===== src/rtl/bus_slave_framer_backoff_macros.svh =====
// Assertion macros shared by the bus slave framer RTL.
`ifndef BUS_SLAVE_FRAMER_BACKOFF_MACROS_SVH
`define BUS_SLAVE_FRAMER_BACKOFF_MACROS_SVH

`ifndef SYNTHESIS
// Property that must hold at every clock edge outside reset.
`define BSFB_ASSERT(lbl, prop, msg) \
  lbl: assert property (@(posedge clk_i) disable iff (!rst_ni) (prop)) else $error(msg);
// Condition that implies a consequence at the following edge.
`define BSFB_ASSERT_NEXT(lbl, ante, cons, msg) \
  lbl: assert property (@(posedge clk_i) disable iff (!rst_ni) (ante) |=> (cons)) \
    else $error(msg);
`else
`define BSFB_ASSERT(lbl, prop, msg)
`define BSFB_ASSERT_NEXT(lbl, ante, cons, msg)
`endif

`endif


===== src/rtl/bsfb_pkg.sv =====
// Package with the types and constants of the bus slave framer.
package bsfb_pkg;

  localparam int unsigned MaxPacketDefault = 64;
  localparam int unsigned CfgIdxW = 3;

  typedef enum logic [3:0] {
    KIND_RX_MESSAGE = 4'd0,
    KIND_QUERY      = 4'd1,
    KIND_DISCOVER   = 4'd2,
    KIND_EDGE       = 4'd3,
    KIND_TICK       = 4'd4,
    KIND_TX_READY   = 4'd5,
    KIND_TX_END     = 4'd6,
    KIND_LOAD       = 4'd7,
    KIND_FETCH      = 4'd8,
    KIND_RANDOM     = 4'd9
  } kind_e;

  typedef enum logic [2:0] {
    PH_IDLE    = 3'd0,
    PH_RECV    = 3'd1,
    PH_START   = 3'd2,
    PH_DATA    = 3'd3,
    PH_STOP    = 3'd4,
    PH_STOP2   = 3'd5,
    PH_DONE    = 3'd6,
    PH_BACKOFF = 3'd7
  } phase_e;

  typedef enum logic [CfgIdxW-1:0] {
    CFG_ESCAPE_CODE = 3'd0,
    CFG_START_CODE  = 3'd1,
    CFG_STOP_CODE   = 3'd2,
    CFG_OWN_ADDRESS = 3'd3,
    CFG_CONFIGURED  = 3'd4
  } cfg_idx_e;

  typedef struct packed {
    logic load_en;
    logic load_last;
    logic clear_full;
  } slot_ctl_t;

endpackage


===== src/rtl/bus_slave_framer_backoff.sv =====
// Top level of the bus slave framer with discovery backoff.
// The block takes one event item per clock cycle unless stalled, and returns exactly one
// result item for it, which appears in the cycle after acceptance; a new item is taken
// while the previous result is being taken. Packet bytes live in a store with registered read
// addressed by the next send position, so each transmit-ready event finds its byte waiting.
// Configuration writes are always taken and should be made while no item is in flight.
`include "bus_slave_framer_backoff_macros.svh"

module bus_slave_framer_backoff #(
  parameter int unsigned MAX_PACKET = bsfb_pkg::MaxPacketDefault
) (
  input  logic                         clk_i,
  input  logic                         rst_ni,
  input  logic                         cfg_valid_i,
  output logic                         cfg_ready_o,
  input  logic [bsfb_pkg::CfgIdxW-1:0] cfg_index_i,
  input  logic [7:0]                   cfg_data_i,
  input  logic                         in_valid_i,
  output logic                         in_ready_o,
  input  logic [3:0]                   kind_i,
  input  logic [7:0]                   query_address_i,
  input  logic [3:0]                   random_nibble_i,
  input  logic [7:0]                   load_data_i,
  input  logic                         load_last_i,
  output logic                         out_valid_o,
  input  logic                         out_ready_i,
  output logic                         tx_valid_o,
  output logic [7:0]                   tx_byte_o,
  output logic                         driver_enable_o,
  output logic                         edge_watch_o,
  output logic [2:0]                   bus_phase_o,
  output logic                         slot_full_o,
  output logic                         load_error_o,
  output logic                         message_ready_o
);
  import bsfb_pkg::*;

  localparam int unsigned CntW = $clog2(MAX_PACKET + 1);

  logic [7:0] escape_q, start_q, stop_q, own_q;
  logic       configured_q;

  phase_e          phase_q, phase_d;
  logic [4:0]      backoff_q, backoff_d;
  logic [4:0]      random_q, random_d;
  logic [CntW-1:0] send_pos_q, send_pos_d;
  logic [CntW-1:0] pos_inc;
  logic            esc_sent_q, esc_sent_d;
  logic            driver_q, driver_d;
  logic            watch_q, watch_d;

  slot_ctl_t       slot_ctl;
  logic            slot_full, slot_full_next, slot_load_error;
  logic [CntW-1:0] slot_length;
  logic [7:0]      slot_rd_data;

  logic       in_acc, sending, frame_go;
  logic       tx_valid_d;
  logic [7:0] tx_byte_d;
  logic       msg_ready_d;

  logic       out_valid_q;
  logic       tx_valid_q, driver_out_q, watch_out_q, full_out_q, load_error_q, msg_ready_q;
  logic [7:0] tx_byte_q;
  logic [2:0] phase_out_q;

  assign cfg_ready_o = 1'b1;
  assign in_ready_o = !out_valid_q || out_ready_i;
  assign in_acc = in_valid_i && in_ready_o;
  assign sending = (phase_q == PH_START) || (phase_q == PH_DATA) || (phase_q == PH_STOP) ||
                   (phase_q == PH_STOP2) || (phase_q == PH_DONE);
  assign pos_inc = send_pos_q + 1'b1;

  always_ff @(posedge clk_i or negedge rst_ni) begin
    if (!rst_ni) begin
      escape_q <= '0;
      start_q <= '0;
      stop_q <= '0;
      own_q <= '0;
      configured_q <= 1'b0;
    end else if (cfg_valid_i && cfg_ready_o) begin
      unique case (cfg_idx_e'(cfg_index_i))
        CFG_ESCAPE_CODE: escape_q <= cfg_data_i;
        CFG_START_CODE:  start_q <= cfg_data_i;
        CFG_STOP_CODE:   stop_q <= cfg_data_i;
        CFG_OWN_ADDRESS: own_q <= cfg_data_i;
        CFG_CONFIGURED:  configured_q <= cfg_data_i[0];
        default: ;
      endcase
    end
  end

  always_comb begin
    phase_d = phase_q;
    backoff_d = backoff_q;
    random_d = random_q;
    send_pos_d = send_pos_q;
    esc_sent_d = esc_sent_q;
    driver_d = driver_q;
    watch_d = watch_q;
    tx_valid_d = 1'b0;
    tx_byte_d = '0;
    msg_ready_d = 1'b0;
    slot_ctl = '0;
    slot_ctl.load_last = load_last_i;
    frame_go = 1'b0;
    if (in_acc) begin
      unique case (kind_e'(kind_i))
        KIND_RX_MESSAGE: begin
          if (!sending) begin
            watch_d = 1'b0;
            backoff_d = '0;
            phase_d = PH_RECV;
          end
        end
        KIND_QUERY: begin
          if (!sending && configured_q && (query_address_i == own_q)) begin
            frame_go = slot_full;
          end
        end
        KIND_DISCOVER: begin
          if (!sending && !configured_q && (random_q != '0)) begin
            phase_d = PH_BACKOFF;
            backoff_d = random_q;
            random_d = '0;
            watch_d = 1'b1;
          end
        end
        KIND_EDGE: begin
          if (phase_q == PH_BACKOFF) begin
            watch_d = 1'b0;
            backoff_d = '0;
            phase_d = PH_IDLE;
          end
        end
        KIND_TICK: begin
          if (phase_q == PH_BACKOFF) begin
            backoff_d = (backoff_q != '0) ? backoff_q - 1'b1 : '0;
            if (backoff_d == '0) begin
              watch_d = 1'b0;
              if (slot_full) begin
                frame_go = 1'b1;
              end else begin
                phase_d = PH_IDLE;
              end
            end
          end
        end
        KIND_TX_READY: begin
          if (phase_q == PH_START) begin
            tx_valid_d = 1'b1;
            tx_byte_d = start_q;
            send_pos_d = '0;
            phase_d = PH_DATA;
          end else if (phase_q == PH_DATA) begin
            tx_valid_d = 1'b1;
            if ((slot_rd_data == escape_q) && !esc_sent_q) begin
              tx_byte_d = escape_q;
              esc_sent_d = 1'b1;
            end else begin
              esc_sent_d = 1'b0;
              tx_byte_d = slot_rd_data;
              send_pos_d = pos_inc;
              if (pos_inc >= slot_length) begin
                slot_ctl.clear_full = 1'b1;
                phase_d = PH_STOP;
              end
            end
          end else if (phase_q == PH_STOP) begin
            tx_valid_d = 1'b1;
            tx_byte_d = escape_q;
            phase_d = PH_STOP2;
          end else if (phase_q == PH_STOP2) begin
            tx_valid_d = 1'b1;
            tx_byte_d = stop_q;
            phase_d = PH_DONE;
          end
        end
        KIND_TX_END: begin
          if (phase_q == PH_DONE) begin
            phase_d = PH_IDLE;
            driver_d = 1'b0;
          end
        end
        KIND_LOAD: begin
          slot_ctl.load_en = 1'b1;
        end
        KIND_FETCH: begin
          if (phase_q == PH_RECV) begin
            msg_ready_d = 1'b1;
            phase_d = PH_IDLE;
          end
        end
        KIND_RANDOM: begin
          if (random_q == '0) begin
            random_d = {1'b0, random_nibble_i} + 5'd1;
          end
        end
        default: ;
      endcase
      if (frame_go) begin
        driver_d = 1'b1;
        watch_d = 1'b0;
        backoff_d = '0;
        esc_sent_d = 1'b0;
        send_pos_d = '0;
        phase_d = PH_START;
        tx_valid_d = 1'b1;
        tx_byte_d = escape_q;
      end
    end
  end

  always_ff @(posedge clk_i or negedge rst_ni) begin
    if (!rst_ni) begin
      phase_q <= PH_IDLE;
      backoff_q <= '0;
      random_q <= '0;
      send_pos_q <= '0;
      esc_sent_q <= 1'b0;
      driver_q <= 1'b0;
      watch_q <= 1'b0;
    end else begin
      phase_q <= phase_d;
      backoff_q <= backoff_d;
      random_q <= random_d;
      send_pos_q <= send_pos_d;
      esc_sent_q <= esc_sent_d;
      driver_q <= driver_d;
      watch_q <= watch_d;
    end
  end

  bsfb_slot #(
    .MaxPacket(MAX_PACKET)
  ) u_slot (
    .clk_i       (clk_i),
    .rst_ni      (rst_ni),
    .ctl_i       (slot_ctl),
    .load_data_i (load_data_i),
    .rd_addr_i   (send_pos_d),
    .full_o      (slot_full),
    .full_next_o (slot_full_next),
    .load_error_o(slot_load_error),
    .length_o    (slot_length),
    .rd_data_o   (slot_rd_data)
  );

  always_ff @(posedge clk_i or negedge rst_ni) begin
    if (!rst_ni) begin
      out_valid_q <= 1'b0;
    end else begin
      out_valid_q <= in_acc || (out_valid_q && !out_ready_i);
    end
  end

  always_ff @(posedge clk_i) begin
    if (in_acc) begin
      tx_valid_q <= tx_valid_d;
      tx_byte_q <= tx_byte_d;
      driver_out_q <= driver_d;
      watch_out_q <= watch_d;
      phase_out_q <= phase_d;
      full_out_q <= slot_full_next;
      load_error_q <= slot_load_error;
      msg_ready_q <= msg_ready_d;
    end
  end

  assign out_valid_o = out_valid_q;
  assign tx_valid_o = tx_valid_q;
  assign tx_byte_o = tx_byte_q;
  assign driver_enable_o = driver_out_q;
  assign edge_watch_o = watch_out_q;
  assign bus_phase_o = phase_out_q;
  assign slot_full_o = full_out_q;
  assign load_error_o = load_error_q;
  assign message_ready_o = msg_ready_q;

  `BSFB_ASSERT(a_driver_while_sending, !sending || driver_q, "driver off during a frame")
  `BSFB_ASSERT(a_watch_only_in_backoff, watch_q == (phase_q == PH_BACKOFF),
               "edge watch out of backoff")
  `BSFB_ASSERT(a_data_has_packet,
               (phase_q != PH_DATA) || (slot_full && (send_pos_q < slot_length)),
               "data phase without bytes left")
  `BSFB_ASSERT_NEXT(a_frame_starts_idle_escape, in_acc && frame_go,
                    phase_q == PH_START && !esc_sent_q && send_pos_q == '0,
                    "frame start state wrong")

endmodule


===== src/rtl/bsfb_slot.sv =====
// Packet slot: byte store with registered read, fill count, length and full flag.
`include "bus_slave_framer_backoff_macros.svh"

module bsfb_slot #(
  parameter int unsigned MaxPacket = bsfb_pkg::MaxPacketDefault,
  localparam int unsigned CntW = $clog2(MaxPacket + 1)
) (
  input  logic               clk_i,
  input  logic               rst_ni,
  input  bsfb_pkg::slot_ctl_t ctl_i,
  input  logic [7:0]         load_data_i,
  input  logic [CntW-1:0]    rd_addr_i,
  output logic               full_o,
  output logic               full_next_o,
  output logic               load_error_o,
  output logic [CntW-1:0]    length_o,
  output logic [7:0]         rd_data_o
);
  import bsfb_pkg::*;

  localparam int unsigned AddrW = (MaxPacket > 1) ? $clog2(MaxPacket) : 1;

  logic [7:0]      mem [MaxPacket];
  logic [7:0]      rd_data_q;
  logic [CntW-1:0] fill_q, fill_d;
  logic [CntW-1:0] length_q, length_d;
  logic            full_q, full_d;
  logic            we;
  logic [AddrW-1:0] waddr;
  logic [AddrW-1:0] raddr;

  assign waddr = fill_q[AddrW-1:0];
  assign raddr = rd_addr_i[AddrW-1:0];
  assign we = ctl_i.load_en && !full_q && (fill_q < CntW'(MaxPacket));

  always_comb begin
    fill_d = fill_q;
    length_d = length_q;
    full_d = full_q;
    load_error_o = 1'b0;
    if (ctl_i.clear_full) begin
      full_d = 1'b0;
    end
    if (ctl_i.load_en) begin
      if (full_q) begin
        load_error_o = 1'b1;
      end else if (fill_q >= CntW'(MaxPacket)) begin
        load_error_o = 1'b1;
        fill_d = '0;
      end else begin
        fill_d = fill_q + 1'b1;
        if (ctl_i.load_last) begin
          length_d = fill_q + 1'b1;
          full_d = 1'b1;
          fill_d = '0;
        end
      end
    end
  end

  always_ff @(posedge clk_i or negedge rst_ni) begin
    if (!rst_ni) begin
      fill_q <= '0;
      length_q <= '0;
      full_q <= 1'b0;
    end else begin
      fill_q <= fill_d;
      length_q <= length_d;
      full_q <= full_d;
    end
  end

  always_ff @(posedge clk_i) begin
    if (we) begin
      mem[waddr] <= load_data_i;
    end
  end

  // A write to the entry being read is passed straight to the read register.
  always_ff @(posedge clk_i) begin
    if (we && (waddr == raddr)) begin
      rd_data_q <= load_data_i;
    end else begin
      rd_data_q <= mem[raddr];
    end
  end

  assign full_o = full_q;
  assign full_next_o = full_d;
  assign length_o = length_q;
  assign rd_data_o = rd_data_q;

  `BSFB_ASSERT(a_fill_idle_when_full, !full_q || (fill_q == '0), "fill count busy while slot full")
  `BSFB_ASSERT(a_length_nonzero, !full_q || (length_q != '0), "full slot with zero length")
  `BSFB_ASSERT(a_fill_bound, fill_q <= CntW'(MaxPacket), "fill count beyond slot size")

endmodule

===== config.mk =====
export PLATFORM = sky130hd
export DESIGN_NAME = bus_slave_framer_backoff
export DESIGN_NICKNAME = d
export VERILOG_FILES = /design/src/rtl/bsfb_pkg.sv /design/src/rtl/bus_slave_framer_backoff.sv /design/src/rtl/bsfb_slot.sv
export VERILOG_INCLUDE_DIRS = /design/src /design/src/rtl
export SDC_FILE = /design/constraint.sdc
export NUM_CORES = 1
export LEC_CHECK = 0
export BUFFER_PORTS_ARGS = -buffer_cell sky130_fd_sc_hd__buf_2
export CAP_MARGIN = 20
export CORE_AREA = 2 2 320 322
export CTS_BUF_LIST = sky130_fd_sc_hd__clkbuf_4 sky130_fd_sc_hd__clkbuf_8
export CTS_CLUSTER_DIAMETER = 40
export DETAILED_ROUTE_END_ITERATION = 7
export DIE_AREA = 0 0 322 324
export GPL_TIMING_DRIVEN = 1
export PLACE_DENSITY = 0.39
export SYNTH_ARGS = -nofsm -noshare
export SYNTH_HDL_FRONTEND = slang
export SYNTH_HIERARCHICAL = 1
export SYNTH_SLANG_ARGS = --single-unit

===== constraint.sdc =====
create_clock -name clk_i -period 9.7 [get_ports clk_i]
set_input_delay 1.94 -clock clk_i [delete_from_list [all_inputs] [get_ports clk_i]]
set_output_delay 1.94 -clock clk_i [all_outputs]
set_load 0.05 [all_outputs]

# [After elaboration in Yosys (flattened, before gate mapping)]
# Memory sizes are Yosys's and may differ from the RTL's. A register that Yosys moved wholly into a read port is not among the register bits.
# Cells that the tools add are included.
[totals] ff_bits=89 latchBits=0 ramBits=512 romBits=0 in_bits=41 out_inout_bits=20 word_cells=196 mem_count=1
[memory_table] name="u_slot.mem" words=64 word_bits=8 rd=1 rd_clocked_by_memory_dff=1 write_ports=1 line="bsfb_slot.sv:23" text="logic [7:0] mem [MaxPacket];"
[op_classes] addsub=4 mul=0 div=0 n_lt_le_gt_ge=3 n_eq_ne=30 n_shift=0 mux=88 bitwise_logic=2 reduce_logical=43
[ops] operator="$mux 8" n=7
[ops] operator="$mux 7" n=7
[ops] operator="$mux 3" n=16
[ops] operator="$mux 1" n=44
[ops] operator="$mux 5" n=8
[ops] operator="$pmux 3 s7" n=1
[ops] operator="$pmux 5 s4" n=1
[ops] operator="$eq 4x3->1 const B" n=4
[ops] operator="$eq 8x8->1" n=2
[ops] operator="$reduce_and 4->1" n=4
[ops] operator="$eq 3x3->1 const B" n=5
[ops] operator="$reduce_bool 5->1" n=3
[ops] operator="$add 7x1->7 const B" n=2
[ops] operator="$eq 3x2->1 const B" n=4
[ops] operator="$ne 3x3->1 const B" n=4
[ops] operator="$reduce_and 2->1" n=6
[ops] operator="$logic_not 5->1" n=2
[ops] operator="$pmux 5 s2" n=1
[ops] operator="$logic_and 1x1->1" n=9
[ops] operator="$eq 4x2->1 const B" n=2
[ops] operator="$eq 4x4->1 const B" n=2
[ops] operator="$ge 7x7->1" n=1
[ops] operator="$ge 7x7->1 const B" n=1
[ops] operator="$lt 7x7->1 const B" n=1
[ops] operator="18 further kinds" n=33

# [Longest topological paths before layout]
# Gate-level depths: netlist (run 1).
[logic_depth] depth_word=13 ltp_mapped=15 ltp_nobuf=11

# [Cells and area by module]
# Netlist (run 1), hierarchy kept.
[modules_own_cells] mod="bsfb_slot" instances=1 cells_each=1001 area_each_um2=20791.2 seq_area_each_um2=15870.2
[modules_own_cells] mod="bus_slave_framer_backoff" instances=1 cells_each=416 area_each_um2=4315.4 seq_area_each_um2=1936.9

# [Least setup slack after synthesis (run 1)]
# OpenSTA, ideal clock, no wires.
[synth_path] path_kind="input to register" start="input port out_ready_i" end="memory u_slot.mem[62][0] (enable)" setup_time_ns=0.371 arrival_ns=4.388 required_time_ns=9.329 slack_ns=4.942 cell_stages=11 n_path_buf=2 path_cell_list="nand2b_1 nand2_1 clkbuf_1 inv_1 nand2_1 nor2_1 nand2b_1 clkbuf_1 nor3_1 nand3_1 nor2_1"
[synth_rtl] item="from (decl)" line="bus_slave_framer_backoff.sv:26" text="input logic out_ready_i,"
[synth_rtl] item="to (decl)" line="bsfb_slot.sv:23"

==> run metrics, run 1 <==
Seq cells post-synth 607; Avg WL per Cell 24.16 µm; I/O pin cnt 61; clock skew between 0.08 and 0.09 ns; vias in the first global route ~14k; CP endpoint kind register; total track usage 13.67%; Num CTS Buffers roughly 120; wl on met1 roughly 33,000 µm; Setup violations, final 0; postcts setup bufs 0; Layout Area Growth over Synthesis 16.33%; first-pass GRT wire length 102,500 µm; Max Fclk 192.9 MHz; Synth Net Count approximately 1.5k; CTS max path bufs 3; sequential area share after synthesis 70.93%; hold buffers post-CTS 0; antenna-violating nets left 0; Worst Hold Class register to register; ys async rst share between 10% and 20%; Post-route DRC 0; GP Congestion 0.7560; CTS Root Cell clkbuf_8; clk sinks 607; EDFF count, synth 529; Max Slew Vio Count 0; Worst path top cell family by delay compound AO/OA/AOI/OAI gates; CP Launch Type register; met2 WL 32,490 µm; Worst path slowest cell buf_4; Slew HR between 20% and 30%; Yosys top cell by area edfxtp_1; ys flop type edfxtp_1; grt total ovfl 0; WS Path Type register to register; Tmin final 5.184 ns; Row Count 117; crit path cell chain buf_4 -> mux4_2 -> mux2i_1 -> a211oi_1 -> a22o_1 -> xnor2_1 -> nand4_1 -> nor4_2 -> nor2_1 -> a311oi_1 -> nor2_1; Placed Instances between 2k and 3k; vias per cell 4.646; Sw Ratio 24.57%; CP Buf/Inv Count 1; mapped cell area 0.02511 mm²; initial antenna violation count 3; Syn Area/Cell around 18 µm²; Yosys Warn Count 6; core area 0.1010 mm²; delay of the slowest critical-path stage 0.87 ns; CTS tree yes; PwrDens 205.3 mW/mm²; Reg clk slew, reported paths ~0.06 ns; CP most frequent cell nor2_1; Fillers 10.00k; post-route insts no fill 2,947; CP Max Fanout between 50 and 60; DR top layer met4; post-synth top area share a little over three fifths; final hold vios 0; Port Buffer Count 59; outcome finished clean; number of iterations in the first detailed-routing pass 5; required time of the critical path 10.11 ns; sw power 1.473 mW; top-count cell post-synth edfxtp_1; H-tree Lvls 3; top post-synthesis cells by count edfxtp_1 (529), mux4_2 (117), nor2_1 (108), dfrtp_1 (72), nand2_1 (63); CTS resizes 0; total of max-cap violations 0; clock network power share 43.4%; Comb pwr share between 7 and 8%; Tcrit/Tclk final roughly 53%; sequential power share 49.2%; data arrival time of the critical path 5.59 ns; leakage power total 9.252 nW; cells after synthesis 1,417; routed wl met3 slightly above 4000 µm; die area 0.1043 mm²; latest clock arrival within the worst-skew pair 0.74 ns; Synth cell types 75; vias 13.69k; share of cells above drive strength 1 28.26%; Starting Density 24.86%; WL final 71,190 µm; Peak supply drop 0.00009354 V; DPL Wire Length 43,530 µm; Die X 322 µm; Total Power 5.996 mW; internal power 4.522 mW; final net count 1,589; Die Ht 324 µm; largest net degree at the start of global routing 73; synth top area cells edfxtp_1 (63%), mux4_2 (10%), dfrtp_1 (7.2%), mux2_2 (2.6%), nor2_1 (1.6%); RSZ-0062 raised after global routing no; DRT iter0 DRCs approximately 940; measured slew at the worst slew-check pin 1.134 ns; Fin Setup TNS 0 ns
-- layout by cell type, fill, tap and decap left out, drive strengths merged, types with 22 or more instances in the layout --
| cell | count |
|---|---|
| edfxtp | 529 |
| clkbuf | 140 |
| mux4 | 125 |
| nor2 | 109 |
| buf | 75 |
| dfrtp | 72 |
| nand2 | 63 |
| o21ai | 59 |
| mux2 | 58 |
| clkinv | 58 |
| a21oi | 29 |
| mux2i | 27 |
| nand3 | 22 |
-- routing by layer --
layer	vias to the layer above	track usage (%)
li1	5965	-
met4	0	4.403
met3	120	2.959
met5	-	0
met1	7174	19.05
met2	434	21.18
-- power by group through the flow --
stage          clock, mW  combinational, mW  sequential (mW)
5_1_grt             2.81              0.489             2.96
3_3_place_gp           0              0.457             3.00
4_1_cts             2.70              0.458             2.95
6_report            2.60              0.447             2.95
3_5_place_dp           0              0.457             3.00
2_1_floorplan          0              0.301             2.98
-- path summary, 6_finish.rpt --
check                                     endpoint  cells after the start                from  slack (ns)
worst max register to register      bus_phase_o[2]                     11            register        4.52
worst max-delay path                bus_phase_o[2]                     11            register        4.52
max in group asynchronous            u_slot/full_o                      2              rst_ni        8.00
min in group asynchronous               start_q[2]                      1              rst_ni        1.06
worst min-delay path            u_slot/length_o[5]                      2  u_slot/length_o[5]        0.48
worst min register to register  u_slot/length_o[5]                      2  u_slot/length_o[5]        0.48
-- cell families after synthesis --
family,synth area share (%)
AO/OA/AOI/OAI,5.238
XOR/XNOR,0.9768
adder cells (fa/ha/maj),0.5980
buffers and inverters,1.939
flip-flops,70.93
multiplexers,15.01
other,0.01494
AND/OR/NAND/NOR,5.298
-- worst reg2reg max path: cells and delay by family (launching register included) --
| kind | cells | cell delay, ns |
|---|---|---|
| XOR/XNOR | 1 | 0.16 |
| AND/OR/NAND/NOR | 4 | 1.01 |
| multiplexers | 2 | 0.60 |
| flip-flops | 1 | 0.72 |
| AO/OA/AOI/OAI | 3 | 1.49 |
| buffers and inverters | 1 | 0.88 |
-- through the flow --
step           instance area [µm²]  setup WS [ns]  utilization [%]  hold slack [ns]
6_report                     29210          4.516            28.91           0.4799
4_1_cts                      29170          4.439            28.88           0.4854
3_5_place_dp                 26750          3.895            26.48           0.4722
2_1_floorplan                25110          4.942                -           0.4498
5_1_grt                      29200          4.248            28.91           0.5009
3_3_place_gp                 26750          3.903            26.48           0.4745
-- sequential cells by signal, indices dropped and copies added, names as in the netlist, 7 cells and up, named ones only --
| register | flops |
|---|---|
| stop_q | 8 |
| u_slot/length_o | 7 |
| escape_q | 8 |
| u_slot/mem | 512 |
| send_pos_q | 7 |
| own_q | 8 |
| tx_byte_o | 8 |
| u_slot/fill_q | 7 |
| start_q | 8 |
-- area by class of cell --
| cell class | count | area, µm² | area share (%) |
|---|---|---|---|
| timing repair buffer | 75 | 447.9 | 1.534 |
| clock inverter | 78 | 630.6 | 2.159 |
| sequential | 607 | 17820 | 61.01 |
| tap | 1309 | 1638 | 5.608 |
| clock buffer | 140 | 1795 | 6.147 |
| multi-input combinational | 720 | 6813 | 23.33 |
| inverter | 15 | 56.30 | 0.1928 |
| antenna | 3 | 7.507 | 0.02570 |
Power figures use the tool's default switching activity.
==> run 2: changes to the inputs <==
--- a/config.mk
+++ b/config.mk
@@ -14,7 +14,7 @@
 export DETAILED_ROUTE_END_ITERATION = 7
 export DIE_AREA = 0 0 322 324
 export GPL_TIMING_DRIVEN = 1
-export PLACE_DENSITY = 0.39
+export PLACE_DENSITY = 0.4
 export SYNTH_ARGS = -nofsm -noshare
 export SYNTH_HDL_FRONTEND = slang
 export SYNTH_HIERARCHICAL = 1
==> constraint.sdc (replaced) <==
create_clock -name clk_i -period 4.5 [get_ports clk_i]
set_input_delay 0.9 -clock clk_i [delete_from_list [all_inputs] [get_ports clk_i]]
set_output_delay 0.9 -clock clk_i [all_outputs]
set_load 0.05 [all_outputs]
==> run metrics, run 2 (synthesis gave the netlist of run 1 again) <==
antenna-violating nets left 0 (unchanged); clock skew 0.06291 ns (-0.01794 ns); Worst path slowest cell mux4_2; leakage power total 9.737 nW (+5.2%); vias 13.82k (+0.94%); data arrival time of the critical path 4.64 ns (-0.95 ns); final instance area 0.02998 mm² (+2.6%); Peak supply drop 0.0001931 V (+110%); CTS max path bufs 3 (unchanged); core area 0.1010 mm² (unchanged); PwrDens 429.2 mW/mm² (+110%); Row Count 117 (unchanged); CP Launch Type register; outcome finished clean; Worst path top cell family by delay compound AO/OA/AOI/OAI gates; smallest hold slack 0.4272 ns (-0.05271 ns); fin util 29.68% (+0.76 points); Worst Hold Class input pin to register; Port Buffer Count 59 (unchanged); initial antenna violation count 2 (-1); final hold vios 0 (unchanged); final net count 1,687 (+6.2%); FF/Latch Area 0.01782 mm² (unchanged); Slew HR 30.56% (+6.4 points); measured slew at the worst slew-check pin 1.042 ns (-0.09217 ns); required time of the critical path 5.05 ns (-5.06 ns); Fillers 10.01k (+0.10%); share of cells above drive strength 1 32.44% (+4.2 points); WS Path Type register to register; Post-route DRC 0 (unchanged); I/O pin cnt 61 (unchanged); Max Fclk 244.7 MHz (+27%); CTS resizes 0 (unchanged); Reg clk slew, reported paths 0.05 ns (about the same); WL final 68,200 µm (-4.2%); latest clock arrival within the worst-skew pair 0.74 ns (about the same); grt total ovfl 0 (unchanged); Starting Density 24.86% (unchanged); Num CTS Buffers 113 (-3.4%); H-tree Lvls 3 (unchanged); placed cell area 0.02756 mm² (+3.0%); crit path cell chain buf_12 -> mux4_2 -> mux2i_1 -> a211oi_1 -> nand2_1 -> o21ai_0 -> xnor2_1 -> nand3_1 -> nor4_2 -> buf_4 -> nor2_2 -> a211o_1 -> a31oi_1; total track usage 13.10% (-0.57 points); GP Congestion 0.7784 (+3.0%); vias in the first global route 14.58k (+3.2%); Die X 322 µm (unchanged); RSZ-0062 raised after global routing no; Setup violations, final 0 (unchanged); vias per cell 4.553 (-2.0%); delay of the slowest critical-path stage 0.58 ns (-0.29 ns); DRT iter0 DRCs 885 (-6.3%); Tmin final 4.086 ns (-1.097 ns); area of the multi-input gates 0.006813 mm² (unchanged); clk sinks 607 (unchanged); CP Max Fanout 47 (-20%); Die Ht 324 µm (unchanged); Tcrit/Tclk final 90.81% (+37 points); first-pass GRT wire length 100,200 µm (-2.3%); max reg flops 512 (unchanged); CTS tree yes; DPL Wire Length 45,050 µm (+3.5%); Avg WL per Cell 22.46 µm (-7.0%); die area 0.1043 mm² (unchanged); commonest non-fill, non-tap cell in the layout edfxtp_1; CTS Root Cell clkbuf_8; CP Buf/Inv Count 2 (+1); largest net degree at the start of global routing 73 (unchanged); CP endpoint kind register; Biggest register u_slot/mem; Fin Setup TNS 0 ns (unchanged); Total Power 12.87 mW (+110%); Layout Area Growth over Synthesis 19.40%; Max Slew Vio Count 0 (unchanged); most frequent cells in the layout edfxtp_1 (529), clkbuf_8 (117), mux4_2 (117); total of max-cap violations 0 (unchanged); number of iterations in the first detailed-routing pass 5 (unchanged)
[run 2: report_power, final]
group          switching [mW]  leakage (nW)  internal, mW
Combinational           0.575          2.81         0.405
Sequential              0.129          5.73          6.22
Clock                    2.40          1.19          3.13
[run 2: through the flow]
stage | worst slack [ns] | std cells
2_1_floorplan | 0.7818 | 1417
3_3_place_gp | 0.2913 | 2826
3_5_place_dp | 0.4376 | 2826
4_1_cts | 0.3901 | 3030
5_1_grt | 0.1665 | 3034
6_report | 0.4136 | 3036
[run 2: final timing paths]
| check | depth (start not counted) | slack, ns | startpoint | end |
|---|---|---|---|---|
| max | 13 | 0.41 | register | send_pos_q[2] |
| min | 2 | 0.43 | in_valid_i | out_valid_o |
| max reg2reg | 13 | 0.41 | register | send_pos_q[2] |
| min reg2reg | 2 | 0.48 | u_slot/length_o[2] | u_slot/length_o[2] |
| max in group asynchronous | 3 | 3.32 | rst_ni | random_q[2] |
| min in group asynchronous | 2 | 0.59 | rst_ni | own_q[2] |
[run 2: per-layer routing]
| metal | wire length, µm | vias to the layer above | track usage [%] |
|---|---|---|---|
| li1 | - | 6158 | - |
| met1 | 31440 | 7219 | 17.66 |
| met2 | 32420 | 325 | 21.48 |
| met3 | 2828 | 118 | 2.410 |
| met4 | 1498 | 2 | 3.873 |
| met5 | 7 | - | 0 |
[run 2: area by class of cell]
| type | count | share of cell area (%) |
|---|---|---|
| Antenna cell | 4 | 0.03339 |
| Clock inverter | 59 | 1.841 |
| Timing Repair Buffer | 177 | 4.232 |
| Clock buffer | 145 | 6.073 |
| Multi-Input combinational cell | 720 | 22.73 |
| Sequential cell | 607 | 59.44 |
| Tap cell | 1309 | 5.464 |
| Inverter | 15 | 0.1878 |
[run 2: timing repair]
item / CTS / global route
hold buffers: 0 / 1
endpoints found under the hold margin: 0 / 9
buffers inserted: 0 / 0
[run 2: worst register-to-register path, stage by stage, from the launching register on]
cell and delay (ns):
dfxtp_4 0.44, buf_12 0.34, mux4_2 0.67, mux2i_1 0.36, a211oi_1 0.14, nand2_1 0.14
o21ai_0 0.30, xnor2_1 0.34, nand3_1 0.13, nor4_2 0.22, buf_4 0.19, nor2_2 0.08
a211o_1 0.30, a31oi_1 0.33
==> run 3: changes to the inputs <==
--- a/config.mk
+++ b/config.mk
@@ -6,13 +6,14 @@
 export SDC_FILE = /design/constraint.sdc
 export NUM_CORES = 1
 export LEC_CHECK = 0
+export ABC_AREA = 1
 export BUFFER_PORTS_ARGS = -buffer_cell sky130_fd_sc_hd__buf_2
 export CAP_MARGIN = 20
-export CORE_AREA = 2 2 320 322
+export CORE_AREA = 2 2 328 330
 export CTS_BUF_LIST = sky130_fd_sc_hd__clkbuf_4 sky130_fd_sc_hd__clkbuf_8
 export CTS_CLUSTER_DIAMETER = 40
 export DETAILED_ROUTE_END_ITERATION = 7
-export DIE_AREA = 0 0 322 324
+export DIE_AREA = 0 0 330 332
 export GPL_TIMING_DRIVEN = 1
 export PLACE_DENSITY = 0.4
 export SYNTH_ARGS = -nofsm -noshare
==> run metrics, run 3 <==
CTS Root Cell clkbuf_8; CTS max path bufs 3 (unchanged); outcome finished, violations left; CP Max Fanout 58 (+23%); clock skew 0.05848 ns (-0.004428 ns); Layout Area Growth over Synthesis 17.29%; sw power 4.172 mW (+34%); initial antenna violation count 2 (unchanged); vias in the first global route 18.58k (+27%); leakage power total 11.71 nW (+20%); final instance area 0.03097 mm² (+3.3%); Max Slew Vio Count 0 (unchanged); core area 0.1063 mm² (+5.2%); Biggest register u_slot/mem; Setup violations, final 0 (unchanged); Yosys top cell by area edfxtp_1; WL final 78,990 µm (+16%); Avg WL per Cell 19.28 µm (-14%); Comb pwr share 14.1% (+6.5 points); placed cell area 0.02829 mm² (+2.7%); Row Count 120 (+2.6%); area of the multi-input gates 0.007356 mm² (+8.0%); Fillers 11.09k (+11%); final setup margin 0.8396 ns (+0.4260 ns); Synth Net Count 2,523 (+72%); Worst path slowest cell buf_4; CTS tree yes; WS Path Type register to register; sequential area share after synthesis 67.45% (-3.5 points); DPL Wire Length 48,240 µm (+7.1%); top-count cell post-synth nand2_1; CP endpoint kind register; total of max-cap violations 0 (unchanged); Synth cell types 46 (-39%); CP Launch Type register; Yosys Warn Count 6 (unchanged); Die Ht 332 µm (+2.5%); postcts setup bufs 0 (unchanged); latest clock arrival within the worst-skew pair 0.75 ns (about the same); Peak supply drop 0.0002271 V (+18%); die area 0.1096 mm² (+5.0%); required time of the critical path 4.97 ns (-0.08 ns); post-synth top area share 60.17% (-3.1 points); delay of the slowest critical-path stage 0.54 ns (-0.04 ns); Reg clk slew, reported paths 0.06 ns (about the same); GP Congestion 0.8002 (+2.8%); PwrDens 471.3 mW/mm² (+9.8%); Tmin final 3.660 ns (-0.4260 ns); post-place setup slack 0.6941 ns (+0.2565 ns); clock network power share 42.2% (-0.8 points); vias per cell 4.507 (-1.0%); max reg flops 512 (unchanged); data arrival time of the critical path 4.13 ns (-0.51 ns); smallest hold slack 0.3587 ns (-0.06854 ns); crit path cell chain buf_4 -> nand2_1 -> nand3_1 -> nand3_1 -> nand2_1 -> nand2_1 -> nand3_1 -> nand3_1 -> nand2_1 -> inv_1 -> nand2_1 -> nand3_1 -> nor2_1 -> nand3_1 -> nand3_1 -> nor3_1 -> o21ai_0; Seq cells post-synth 607 (unchanged); ys flop type edfxtp_1; RSZ-0062 raised after global routing no; most frequent cells in the layout nand2_1 (836), edfxtp_1 (529), nand3_1 (466); H-tree Lvls 3 (unchanged); top post-synthesis cells by count nand2_1 (836), edfxtp_1 (529), nand3_1 (466), nor2_1 (113), inv_1 (96); commonest non-fill, non-tap cell in the layout nand2_1; CTS resizes 0 (unchanged); DRT iter0 DRCs 1,406 (+59%); Worst path top cell family by delay simple AND/OR/NAND/NOR gates; mapped cell area 0.02640 mm² (+5.2%); synth top area cells edfxtp_1 (60%), nand2_1 (12%), nand3_1 (8.8%), dfrtp_1 (6.8%), nor2_1 (1.6%); share of cells above drive strength 1 14.18% (-18 points); Slew HR 31.44% (+0.88 points); Num CTS Buffers 114 (+0.88%); Worst Hold Class input pin to async pin; cells after synthesis 2,470 (+74%); internal power 10.42 mW (+6.8%); Sw Ratio 28.59% (+4.4 points); hold buffers post-CTS 0 (unchanged); Port Buffer Count 59 (unchanged); Placed Instances 3,879 (+37%); measured slew at the worst slew-check pin 1.028 ns (-0.01318 ns); EDFF count, synth 529 (unchanged); largest net degree at the start of global routing 137 (+88%); Die X 330 µm (+2.5%); Tcrit/Tclk final 81.34% (-9.5 points); final hold vios 0 (unchanged); clk sinks 607 (unchanged); CP most frequent cell nand3_1; failing checks design-rule violations; total track usage 14.35% (+1.3 points); Fin Setup TNS 0 ns (unchanged); sequential power share 43.7% (-5.7 points); first-pass GRT wire length 118,700 µm (+18%); Starting Density 24.84% (about the same); grt total ovfl 0 (unchanged); post-route insts no fill 4,097 (+35%); Syn Area/Cell 10.69 µm² (-40%); number of iterations in the first detailed-routing pass 8 (+3); Max Fclk 273.2 MHz (+12%); Post-route DRC 1 (+1); FF/Latch Area 0.01782 mm² (about the same); I/O pin cnt 61 (unchanged); vias 18.47k (+34%); antenna-violating nets left 0 (unchanged); ys async rst share 11.86% (unchanged); final net count 2,646 (+57%); CP Buf/Inv Count 2 (unchanged)
-- run 3: metrics by stage --
step	util, %	power (mW)
3_3_place_gp	26.57	8.557
2_1_floorplan	-	7.807
5_1_grt	29.13	15.28
3_5_place_dp	26.61	8.567
4_1_cts	29.11	14.80
6_report	29.13	14.59
-- run 3: worst paths after layout --
path                            depth (start not counted)  slack, ns                 end          startpoint
worst max-delay path                                   17       0.84         slot_full_o            register
max in group asynchronous                               1       3.50  u_slot/length_o[3]              rst_ni
worst min register to register                          2       0.49           stop_q[4]           stop_q[4]
worst min-delay path                                    1       0.36         random_q[3]              rst_ni
min in group clk_i                                      2       0.41         random_q[0]  random_nibble_i[0]
worst max register to register                         17       0.84         slot_full_o            register
-- run 3: area by class of cell --
class                           count  area share (%)
Antenna cell                        1        0.008081
Clock buffer                      140           5.879
Clock inverter                     76           2.699
Inverter                          111           1.370
Multi-Input combinational cell   1630           23.75
Sequential cell                   607           57.53
Tap cell                         1403           5.669
Timing Repair Buffer              129           3.087
-- run 3: cell families (layout without fill, tap and decap cells) --
kind of cell	Yosys count	count (layout)	share of synthesized area, %
and+or+nand+nor	1472	1472	24.03
adders and majority gates	12	12	0.5687
other	1	2	0.01420
DFF	607	607	67.45
xor gates and xnor gates	8	8	0.2654
AOI/OAI and AO/OA	137	137	2.938
buffers and inverters	233	456	4.734
-- run 3: worst reg2reg max path, delay by kind of cell, from the launching register on --
kind            cells  cell delay [ns]
compound gates      1             0.36
buf+inv             2             0.63
simple gates       14             2.00
flops               1             0.39
-- run 3: routing by layer --
| metal | routed length, µm | track usage [%] |
|---|---|---|
| met5 | 0 | 0 |
| met4 | 2493 | 5.439 |
| met3 | 3810 | 2.598 |
| met1 | 36360 | 19.49 |
| met2 | 36330 | 22.70 |
-- run 3: power by group through the flow --
| stage | combinational (mW) | sequential, mW | clock [mW] |
|---|---|---|---|
| finish | 2.06 | 6.38 | 6.16 |
| global route | 2.30 | 6.38 | 6.59 |
| CTS | 2.09 | 6.37 | 6.34 |
| detailed placement | 2.08 | 6.49 | 0 |
| global placement | 2.07 | 6.49 | 0 |
| floorplan | 1.35 | 6.46 | 0 |
